**src/sv/rsi_pkg.sv**
```systemverilog
package rsi_pkg;

  // field widths
  localparam int VALUE_BITS  = 31;
  localparam int RADIX_BITS  = 6;
  localparam int SYMBOL_BITS = 8;
  localparam int STATUS_BITS = 3;

  // width of one multiply-add result before the range check
  localparam int SUM_BITS = VALUE_BITS + RADIX_BITS + 1;

  // radix register
  localparam logic [RADIX_BITS-1:0] RADIX_RESET = RADIX_BITS'(10);
  localparam logic [RADIX_BITS-1:0] RADIX_UNARY = RADIX_BITS'(1);
  localparam logic [RADIX_BITS-1:0] RADIX_MAX   = RADIX_BITS'(36);

  // status codes, lower code wins when several errors meet
  localparam logic [STATUS_BITS-1:0] ST_OK           = STATUS_BITS'(0);
  localparam logic [STATUS_BITS-1:0] ST_BAD_RADIX    = STATUS_BITS'(1);
  localparam logic [STATUS_BITS-1:0] ST_LEADING_ZERO = STATUS_BITS'(2);
  localparam logic [STATUS_BITS-1:0] ST_BAD_DIGIT    = STATUS_BITS'(3);
  localparam logic [STATUS_BITS-1:0] ST_OVERFLOW     = STATUS_BITS'(4);

  // character codes
  localparam logic [SYMBOL_BITS-1:0] CHAR_ZERO     = SYMBOL_BITS'(48);
  localparam logic [SYMBOL_BITS-1:0] CHAR_ONE      = SYMBOL_BITS'(49);
  localparam logic [SYMBOL_BITS-1:0] CHAR_NINE     = SYMBOL_BITS'(57);
  localparam logic [SYMBOL_BITS-1:0] CHAR_UPPER_A  = SYMBOL_BITS'(65);
  localparam logic [SYMBOL_BITS-1:0] CHAR_UPPER_Z  = SYMBOL_BITS'(90);
  localparam logic [SYMBOL_BITS-1:0] LETTER_OFFSET = SYMBOL_BITS'(55);

  // one character request as held in the input register
  typedef struct packed {
    logic [SYMBOL_BITS-1:0] symbol;
    logic                   last;
  } item_t;

  // decoded digit
  typedef struct packed {
    logic                  ok;
    logic [RADIX_BITS-1:0] val;
  } digit_t;

  // map a character to its digit value, 0-9 then A-Z
  function automatic digit_t digit_of(input logic [SYMBOL_BITS-1:0] sym);
    digit_t                 d;
    logic [SYMBOL_BITS-1:0] t;
    d.ok  = 1'b0;
    d.val = '0;
    t     = '0;
    if (sym >= CHAR_ZERO && sym <= CHAR_NINE) begin
      t     = sym - CHAR_ZERO;
      d.ok  = 1'b1;
      d.val = t[RADIX_BITS-1:0];
    end else if (sym >= CHAR_UPPER_A && sym <= CHAR_UPPER_Z) begin
      t     = sym - LETTER_OFFSET;
      d.ok  = 1'b1;
      d.val = t[RADIX_BITS-1:0];
    end
    return d;
  endfunction

  // keep the lowest nonzero error code
  function automatic logic [STATUS_BITS-1:0] note_error(
    input logic [STATUS_BITS-1:0] cur,
    input logic [STATUS_BITS-1:0] code
  );
    logic [STATUS_BITS-1:0] r;
    r = cur;
    if (cur == ST_OK || code < cur) begin
      r = code;
    end
    return r;
  endfunction

endpackage

```
**src/sv/rsi_in_reg.sv**
```systemverilog
module rsi_in_reg (
  input  logic           clk,
  input  logic           rst_n,
  input  logic           in_valid,
  output logic           in_ready,
  input  rsi_pkg::item_t in_item,
  input  logic           s_take,
  output logic           s_valid,
  output rsi_pkg::item_t s_item
);

  logic           s_valid_r;
  logic           s_valid_nxt;
  rsi_pkg::item_t s_item_r;

  // room when empty or when the held request moves on this cycle
  assign in_ready = !s_valid_r || s_take;

  always_comb begin
    s_valid_nxt = s_valid_r;
    if (in_ready) begin
      s_valid_nxt = in_valid;
    end
  end

  // valid flag
  always_ff @(posedge clk) begin
    if (!rst_n) begin
      s_valid_r <= 1'b0;
    end else begin
      s_valid_r <= s_valid_nxt;
    end
  end

  // payload, no reset needed
  always_ff @(posedge clk) begin
    if (in_valid && in_ready) begin
      s_item_r <= in_item;
    end
  end

  assign s_valid = s_valid_r;
  assign s_item  = s_item_r;

endmodule

```
**src/sv/rsi_core.sv**
```systemverilog
module rsi_core (
  input  logic                                clk,
  input  logic                                rst_n,
  input  logic [rsi_pkg::RADIX_BITS-1:0]      radix,
  input  logic                                s_valid,
  input  rsi_pkg::item_t                      s_item,
  output logic                                s_take,
  output logic                                out_valid,
  input  logic                                out_ready,
  output logic [rsi_pkg::VALUE_BITS-1:0]      out_value,
  output logic [rsi_pkg::STATUS_BITS-1:0]     out_status
);

  logic [rsi_pkg::VALUE_BITS-1:0]  acc_r;
  logic [rsi_pkg::VALUE_BITS-1:0]  acc_nxt;
  logic                            at_first_r;
  logic                            at_first_nxt;
  logic [rsi_pkg::STATUS_BITS-1:0] err_r;
  logic [rsi_pkg::STATUS_BITS-1:0] err_nxt;
  logic                            out_valid_r;
  logic                            out_valid_nxt;
  logic [rsi_pkg::VALUE_BITS-1:0]  out_value_r;
  logic [rsi_pkg::VALUE_BITS-1:0]  out_value_nxt;
  logic [rsi_pkg::STATUS_BITS-1:0] out_status_r;
  logic [rsi_pkg::STATUS_BITS-1:0] out_status_nxt;

  rsi_pkg::digit_t                 dig;
  logic                            radix_ok;
  logic                            digit_ok;
  logic [rsi_pkg::STATUS_BITS-1:0] err_chk;
  logic [rsi_pkg::STATUS_BITS-1:0] err_new;
  logic [rsi_pkg::VALUE_BITS-1:0]  acc_new;
  logic [rsi_pkg::SUM_BITS-1:0]    acc_ext;
  logic [rsi_pkg::SUM_BITS-1:0]    radix_ext;
  logic [rsi_pkg::SUM_BITS-1:0]    dig_ext;
  logic [rsi_pkg::SUM_BITS-1:0]    sum;
  logic                            ovf;

  // a non-final character never waits; a final one needs the result slot
  assign s_take = s_valid && (!s_item.last || !out_valid_r || out_ready);

  // digit decode and checks
  always_comb begin
    dig      = rsi_pkg::digit_of(s_item.symbol);
    radix_ok = (radix >= rsi_pkg::RADIX_UNARY) && (radix <= rsi_pkg::RADIX_MAX);
    if (radix == rsi_pkg::RADIX_UNARY) begin
      digit_ok = (s_item.symbol == rsi_pkg::CHAR_ONE);
    end else begin
      digit_ok = dig.ok && (dig.val < radix);
    end
    err_chk = err_r;
    if (!radix_ok) begin
      err_chk = rsi_pkg::note_error(err_chk, rsi_pkg::ST_BAD_RADIX);
    end
    if (at_first_r && s_item.symbol == rsi_pkg::CHAR_ZERO) begin
      err_chk = rsi_pkg::note_error(err_chk, rsi_pkg::ST_LEADING_ZERO);
    end
    if (radix_ok && !digit_ok) begin
      err_chk = rsi_pkg::note_error(err_chk, rsi_pkg::ST_BAD_DIGIT);
    end
  end

  // horner step: acc * radix + digit, with range check
  always_comb begin
    acc_ext   = rsi_pkg::SUM_BITS'(acc_r);
    radix_ext = rsi_pkg::SUM_BITS'(radix);
    dig_ext   = rsi_pkg::SUM_BITS'(dig.val);
    sum       = acc_ext * radix_ext + dig_ext;
    ovf       = |sum[rsi_pkg::SUM_BITS-1:rsi_pkg::VALUE_BITS];
    err_new   = err_chk;
    acc_new   = acc_r;
    if (err_chk == rsi_pkg::ST_OK) begin
      if (ovf) begin
        err_new = rsi_pkg::note_error(err_chk, rsi_pkg::ST_OVERFLOW);
      end else begin
        acc_new = sum[rsi_pkg::VALUE_BITS-1:0];
      end
    end
  end

  // string state and result register
  always_comb begin
    acc_nxt        = acc_r;
    at_first_nxt   = at_first_r;
    err_nxt        = err_r;
    out_valid_nxt  = out_valid_r && !out_ready;
    out_value_nxt  = out_value_r;
    out_status_nxt = out_status_r;
    if (s_take) begin
      if (s_item.last) begin
        acc_nxt        = '0;
        at_first_nxt   = 1'b1;
        err_nxt        = rsi_pkg::ST_OK;
        out_valid_nxt  = 1'b1;
        out_status_nxt = err_new;
        out_value_nxt  = (err_new == rsi_pkg::ST_OK) ? acc_new : '0;
      end else begin
        acc_nxt      = acc_new;
        at_first_nxt = 1'b0;
        err_nxt      = err_new;
      end
    end
  end

  // control state
  always_ff @(posedge clk) begin
    if (!rst_n) begin
      acc_r       <= '0;
      at_first_r  <= 1'b1;
      err_r       <= rsi_pkg::ST_OK;
      out_valid_r <= 1'b0;
    end else begin
      acc_r       <= acc_nxt;
      at_first_r  <= at_first_nxt;
      err_r       <= err_nxt;
      out_valid_r <= out_valid_nxt;
    end
  end

  // result payload
  always_ff @(posedge clk) begin
    out_value_r  <= out_value_nxt;
    out_status_r <= out_status_nxt;
  end

  assign out_valid  = out_valid_r;
  assign out_value  = out_value_r;
  assign out_status = out_status_r;

`ifndef ASSERT_OFF
  // an error result never carries a value
  a_err_value_zero: assert property (@(posedge clk) disable iff (!rst_n)
    out_valid_r && out_status_r != rsi_pkg::ST_OK |-> out_value_r == '0)
    else $error("error result with nonzero value");

  // a final character leaves the string state cleared
  a_last_clears: assert property (@(posedge clk) disable iff (!rst_n)
    s_take && s_item.last |=> at_first_r && acc_r == '0 && err_r == rsi_pkg::ST_OK)
    else $error("string state not cleared after final character");

  // at the start of a string nothing is accumulated yet
  a_first_empty: assert property (@(posedge clk) disable iff (!rst_n)
    at_first_r |-> acc_r == '0 && err_r == rsi_pkg::ST_OK)
    else $error("string start with stale state");

  // a final character is never taken over an unread result
  a_no_overwrite: assert property (@(posedge clk) disable iff (!rst_n)
    s_take && s_item.last && out_valid_r |-> out_ready)
    else $error("result overwritten");
`endif

endmodule

```
**src/sv/radix_string_to_integer.sv**
```systemverilog
// path: a character request is held in the input register; a final character is taken,
//   and its result loaded into the result register, only once no unread result is held
// throughput: one character per cycle, set by the 31 x 6 bit multiply-add and range check
//   between the input register and the string state, unless a final character waits
// reset: synchronous, active low; radix returns to 10, partial value and error cleared,
//   both pipeline registers emptied
module radix_string_to_integer (
  input  logic                                clk,
  input  logic                                rst_n,
  input  logic                                in_valid,
  output logic                                in_ready,
  input  logic [rsi_pkg::SYMBOL_BITS-1:0]     in_symbol,
  input  logic                                in_last,
  output logic                                out_valid,
  input  logic                                out_ready,
  output logic [rsi_pkg::VALUE_BITS-1:0]      out_value,
  output logic [rsi_pkg::STATUS_BITS-1:0]     out_status,
  input  logic                                cfg_valid,
  output logic                                cfg_ready,
  input  logic [rsi_pkg::RADIX_BITS-1:0]      cfg_radix
);

  logic [rsi_pkg::RADIX_BITS-1:0] radix_r;
  logic [rsi_pkg::RADIX_BITS-1:0] radix_nxt;
  rsi_pkg::item_t                 in_item;
  rsi_pkg::item_t                 s_item;
  logic                           s_valid;
  logic                           s_take;

  // radix register, always writable
  assign cfg_ready = 1'b1;

  always_comb begin
    radix_nxt = radix_r;
    if (cfg_valid && cfg_ready) begin
      radix_nxt = cfg_radix;
    end
  end

  always_ff @(posedge clk) begin
    if (!rst_n) begin
      radix_r <= rsi_pkg::RADIX_RESET;
    end else begin
      radix_r <= radix_nxt;
    end
  end

  // pack the input request
  always_comb begin
    in_item.symbol = in_symbol;
    in_item.last   = in_last;
  end

  rsi_in_reg u_in_reg (
    .clk      (clk),
    .rst_n    (rst_n),
    .in_valid (in_valid),
    .in_ready (in_ready),
    .in_item  (in_item),
    .s_take   (s_take),
    .s_valid  (s_valid),
    .s_item   (s_item)
  );

  rsi_core u_core (
    .clk        (clk),
    .rst_n      (rst_n),
    .radix      (radix_r),
    .s_valid    (s_valid),
    .s_item     (s_item),
    .s_take     (s_take),
    .out_valid  (out_valid),
    .out_ready  (out_ready),
    .out_value  (out_value),
    .out_status (out_status)
  );

endmodule

```
**config.mk**
```make
export PLATFORM = sky130hd
export DESIGN_NAME = radix_string_to_integer
export DESIGN_NICKNAME = d
export VERILOG_FILES = /design/src/sv/rsi_pkg.sv /design/src/sv/rsi_in_reg.sv /design/src/sv/rsi_core.sv /design/src/sv/radix_string_to_integer.sv
export SDC_FILE = /design/constraint.sdc
export NUM_CORES = 1
export LEC_CHECK = 0
export BUFFER_PORTS_ARGS = -buffer_cell sky130_fd_sc_hd__buf_2
export CAP_MARGIN = 15
export CELL_PAD_IN_SITES_DETAIL_PLACEMENT = 0
export CELL_PAD_IN_SITES_GLOBAL_PLACEMENT = 1
export CORE_ASPECT_RATIO = 0.6
export CORE_MARGIN = 4
export CORE_UTILIZATION = 30
export DETAILED_ROUTE_END_ITERATION = 8
export GPL_TIMING_DRIVEN = 1
export PLACE_DENSITY = 0.61
export SLEW_MARGIN = 20
export SYNTH_ARGS = -nofsm -noshare
export SYNTH_HDL_FRONTEND = slang
export SYNTH_SLANG_ARGS = --single-unit
```
**constraint.sdc**
```tcl
create_clock -name clk -period 7.6 [get_ports clk]
set_input_delay 0.38 -clock clk [delete_from_list [all_inputs] [get_ports clk]]
set_output_delay 0.38 -clock clk [all_outputs]
set_load 0.01 [all_outputs]
```
Yosys cells after proc, flatten, opt, wreduce, memory -nomap -nowiden:

Index checks and enable logic that the tools add are counted.

* bits in registers: 86
* bits of input ports: 20
* word-level logic and storage cells: 75

* $add $sub $neg: 3
* $mul: 1
* $lt $le $gt $ge: 11
* equality and inequality tests: 3
* multiplexer cells: 19
* reductions and logical operators: 28

Operators with widths (number)
* $mux 31: 3
* $add 37x6->38: 1
* $mul 31x6->37: 1
* $mux 3: 10
* $eq 8x6->1 const B: 2
* $logic_not 3->1: 5
* $mux 7: 2
* $sub 6x6->6 const B: 2
* $logic_and 1x1->1: 9
* $ge 8x6->1 const B: 1
* $ge 8x7->1 const B: 1
* $le 8x6->1 const B: 1
* $le 8x7->1 const B: 1
* $logic_or 1x1->1: 7
* $reduce_or 7->1: 1
* $eq 6x1->1 const B: 1
* $ge 6x1->1 const B: 1
* $le 6x6->1 const B: 1
* $lt 2x3->1 const A: 2
* $lt 6x6->1: 1
* $logic_not 1->1: 5
* $mux 1: 4
* $lt 1x3->1 const A: 1
* $lt 3x3->1 const A: 1
* $reduce_and 2->1: 1

Depth between registers and ports, before layout:

* word-level depth: 18
* gate-level depth with buffers: 22
* gate-level depth less buffers: 21

Cells and area by module:

A second synthesis with hierarchy kept.

* cells, all modules: 1046
* area total of the unflattened synthesis: 10047.1 um^2

Modules (own cells, without submodules)
* rsi_core: times used 1, cells an instance 1011, area each 9484.1 um^2, sequential area each 1741.7 um^2
* rsi_in_reg: times used 1, cells an instance 14, area each 327.8 um^2, sequential area each 290.3 um^2
* radix_string_to_integer: times used 1, cells an instance 21, area each 235.2 um^2, sequential area each 120.1 um^2

Worst setup path before layout:

No wires, ideal clock.

* kind: register to register
* start point: register radix_r[5] (netlist bit)
* end point: register u_core.acc_r[3] (netlist bit)
* setup time: 0.117 ns
* data arrival time: 5.435 ns
* slack: 2.048 ns
* cell stages (with the launch flop): 20
* path through: dfxtp_1 -> clkbuf_1 -> nand2_1 -> fa_1 -> fa_1 -> inv_1 -> fa_1 -> fa_1 -> ha_1 -> nand2_1 -> o211a_1 -> nor4bb_1 -> o2111ai_1 -> a211oi_1 -> o21a_1 -> o2111ai_1 -> nor4_4 -> o21ai_2 -> buf_6 -> a22o_1

* longest elaborated chain between the ends: 14
* elaborated cells between the ends (all ways): 27

RTL lines
* start, declared: RTL line radix_string_to_integer.sv:23 `logic [rsi_pkg::RADIX_BITS-1:0] radix_r;`
* start signal, assigned: RTL line radix_string_to_integer.sv:42 `radix_r <= rsi_pkg::RADIX_RESET;`
* start signal, assigned: RTL line radix_string_to_integer.sv:44 `radix_r <= radix_nxt;`
* branches (longest 12 deep; another with $add 37x6->38)
* $mux 31 *: RTL line rsi_core.sv:72 `if (err_chk == rsi_pkg::ST_OK) begin`
* $mux 31 *: RTL line rsi_core.sv:90 `if (s_item.last) begin`
* end signal, assigned: RTL line rsi_core.sv:113 `acc_r <= acc_nxt;`
* end, declared: RTL line rsi_core.sv:14 `logic [rsi_pkg::VALUE_BITS-1:0] acc_r;`

Mark *: on every way between the ends.
A chain may end at the register's enable or synchronous reset.

Worst setup path after layout:

* start point: register radix_r[3] (netlist bit)
* end point: register u_core.acc_r[30] (netlist bit)

Same word-level chain as after synthesis.

==> flow_summary.ini <==
[pwr]
ir_drop_mv = 0.0936
power_leakage_nw = 5.27
power_density_nw_per_um2 = 107
internal-power_uw = 852
p_switching_uw = 308
switching_share_pct = 26.6
comb_power_share_pct = 9.2
p_clk_share_pct = 46.6
seqPwrFrac_pct = 44.1

[synth]
syn-num-nets = 1216
synth.avg_cell_area_um2 = 9.99
ys_seq_area_share_pct = 22.0
synth-seq-cells = 86
ys_warn_count = 0
synth_async_sr_flop_share_pct = 0
synth-edff-count = 43
syn-cell-area_um2 = 9780
synth.distinct_cells = 68
synth_cells = 979
synth_ff_type = edfxtp_1

[clock_tree]
cts_sinks = 86
insertion_delay_ns = 0.38
cts.clk_slew.worst_paths_ns = 0.08
clk_path_buf_depth = 2
htreeDepth = 3
cts_root_buf = clkbuf_16
cts_tree = built
tritoncts.num_buffers = 9

[sta]
min_period_ns = 7.01
relSlewSlack_pct = 30.7
clock_skew_ns = 0.0141
fmax_mhz = 143
finalHoldViolations = 0
tightest_slew_ns = 1.01
grt_setup_unrepaired = false
slew_viol_final = 0
fin_crit_sh_pct = 92.2
finalSetupTns_ns = 0
setup_ws_ns = 0.592
setup-violations-final = 0

[cells_and_area]
n_antenna_cell = 0
syn2layout_area_growth_pct = 11.4
fillCellCount = 3280
final_core_util_pct = 34.4
drive_gt1_share_pct = 9.62
finalNetCount = 1261
final_cell_mix = 187 x and2_1, 120 x fa_1, 97 x ha_1
multi_input_area_um2 = 7250
final_common_cell = and2_1
seq_area_um2 = 2150

[routing]
drt_pass1_iterations = 5
dr.max_layer_used = met4
wl_met1_mm = 16.1
vias = 7333
drcViolationCount = 0
via_per_inst = 5.07
dr_wl_met3_mm = 1.58
wl_met2_mm = 10.1
routed_wl_mm = 28.2
post_drt_wl_per_cell_um = 19.5
drt_iter0_drc = 535
ant_nets = 0

[die]
dieHeight_um = 148
core_area_um2 = 31700
die_x_um = 241
boundaryPins = 57
initial_core_util_pct = 30.9
row_count = 50
dieArea_um2 = 35600

[critical_path]
crit_path_start_kind = flop
rrSetupSlack_ns = 0.59
r2r_start = radix_r[3]$_SDFFE_PN1P_
r2r-end = u_core.acc_r[30]$_SDFFE_PN0P_
crit_fanout = 17
reg2reg_depth = 19
required_ns = 7.92
crit_arrival_ns = 7.32
path_class = reg -> reg
worstSetupStartpoint = radix_r[3]$_SDFFE_PN1P_
critPathCapture = u_core.acc_r[30]$_SDFFE_PN0P_
crit_path_end_kind = flop

[min_path]
min_from = in_symbol[2]
min_path_type = in -> reg

[job]
max_cap_viol_count = 0

[global_route]
globalRouteOverflowTotal = 0
antenna_found_initial = 0
grtUsageTotal_pct = 16.8
grt_start_max_net_pins = 26
first_global_vias = 7725
grt_pass1_wl_mm = 46.2

[placed_design]
place_ws_ns = 0.484
dp_hpwl_mm = 22.6
io_buffers = 55
gp_congestion = 0.853

[status]
outcome = complete, no violations
[final cells by class]
class / instances / share of cell area [%]
Tap cell: 416 / 4.78
Multi-Input combinational cell: 795 / 66.6
Clock buffer: 9 / 2.07
Sequential cell: 86 / 19.8
Timing Repair Buffer: 69 / 3.49
Clock inverter: 7 / 1.10
Inverter: 63 / 2.17
[timing repair]
item                                    CTS  global route
endpoints found under the setup margin    0            34
gates resized for setup                   0             2
buffers inserted                          0             0
hold buffers                              0             0
[power by group through the flow]
stage | Sequential, mW | Clock, mW | Combinational, mW
2_1_floorplan | 0.515 | 0 | 0.0646
3_3_place_gp | 0.522 | 0 | 0.106
3_5_place_dp | 0.522 | 0 | 0.106
4_1_cts | 0.512 | 0.559 | 0.107
5_1_grt | 0.514 | 0.574 | 0.120
6_report | 0.512 | 0.541 | 0.107
[registers in the layout (all words and copies together), names as in the netlist]
register           cells
radix_r                6
u_core.out_valid       1
u_core.out_value      31
u_core.acc_r          31
u_in_reg.s_item        9
u_core.out_status      3
u_in_reg.s_valid       1
u_core.at_first_r      1
u_core.err_r           3
[cell usage after synthesis, drive strengths merged, types with 13 or more instances]
library cell | instances | share of area (%)
a21o | 16 | 1.2
a21oi | 46 | 2.4
a22o | 15 | 1.3
and2 | 187 | 12
clkbuf | 27 | 1.0
dfxtp | 43 | 8.8
edfxtp | 43 | 13
fa | 120 | 25
ha | 97 | 12
inv | 62 | 2.4
nand2 | 52 | 2.0
nand3 | 13 | 0.79
nor2 | 50 | 1.9
o21ai | 31 | 1.6
o2bb2ai | 20 | 1.8
xnor2 | 18 | 1.6
[cells by family after synthesis]
group	after synthesis	share of synthesized area, %
AO/OA/AOI/OAI	187	13.3
XOR/XNOR	30	2.69
adder cells (fa/ha/maj)	217	37.0
buffers and inverters	98	3.98
flip-flops	86	22.0
multiplexers	5	0.512
other	1	0.0384
AND/OR/NAND/NOR	355	20.5
[metal layers]
layer  global-route usage [%]  up-vias
met5                        0        -
met4                     3.32        0
met3                     4.14       29
met2                     21.2      189
met1                     28.1     3652
li1                         -     3463
[worst min-delay path by stage]
stage,to,slack [ns],cells after the start
final,u_in_reg.s_item[3]$_DFFE_PP_,0.18,1
after floorplan,u_core.at_first_r$_SDFFE_PN1P_,0.44,1
after CTS,u_in_reg.s_item[0]$_DFFE_PP_,0.16,1
after global routing,u_in_reg.s_item[4]$_DFFE_PP_,0.16,1
after global placement,u_core.at_first_r$_SDFFE_PN1P_,0.45,1
after detailed placement,u_core.at_first_r$_SDFFE_PN1P_,0.46,1
[critical path, stage by stage (launching register included)]
cell       delay (ns)
dfxtp_1          0.69
buf_4            0.34
nand2_1          0.09
fa_1             0.49
fa_1             0.56
inv_1            0.06
fa_1             0.58
fa_1             0.47
ha_1             0.41
nand2_1          0.09
o211a_1          0.31
nor4bb_1         0.49
o2111ai_1        0.39
and4_1           0.36
or3_1            0.30
o2111ai_1        0.16
nor4_4           0.09
o21ai_4          0.48
buf_4            0.38
a22o_1           0.19
[per-stage QoR]
stage	hold slack (ns)	instances	total power [mW]	area (um^2)
2_1_floorplan	0.435	979	0.580	9780
3_3_place_gp	0.450	1429	0.628	10500
3_5_place_dp	0.460	1429	0.628	10500
4_1_cts	0.156	1445	1.18	10900
5_1_grt	0.158	1445	1.21	10900
6_report	0.177	1445	1.16	10900
Power figures use the tool's default switching activity.
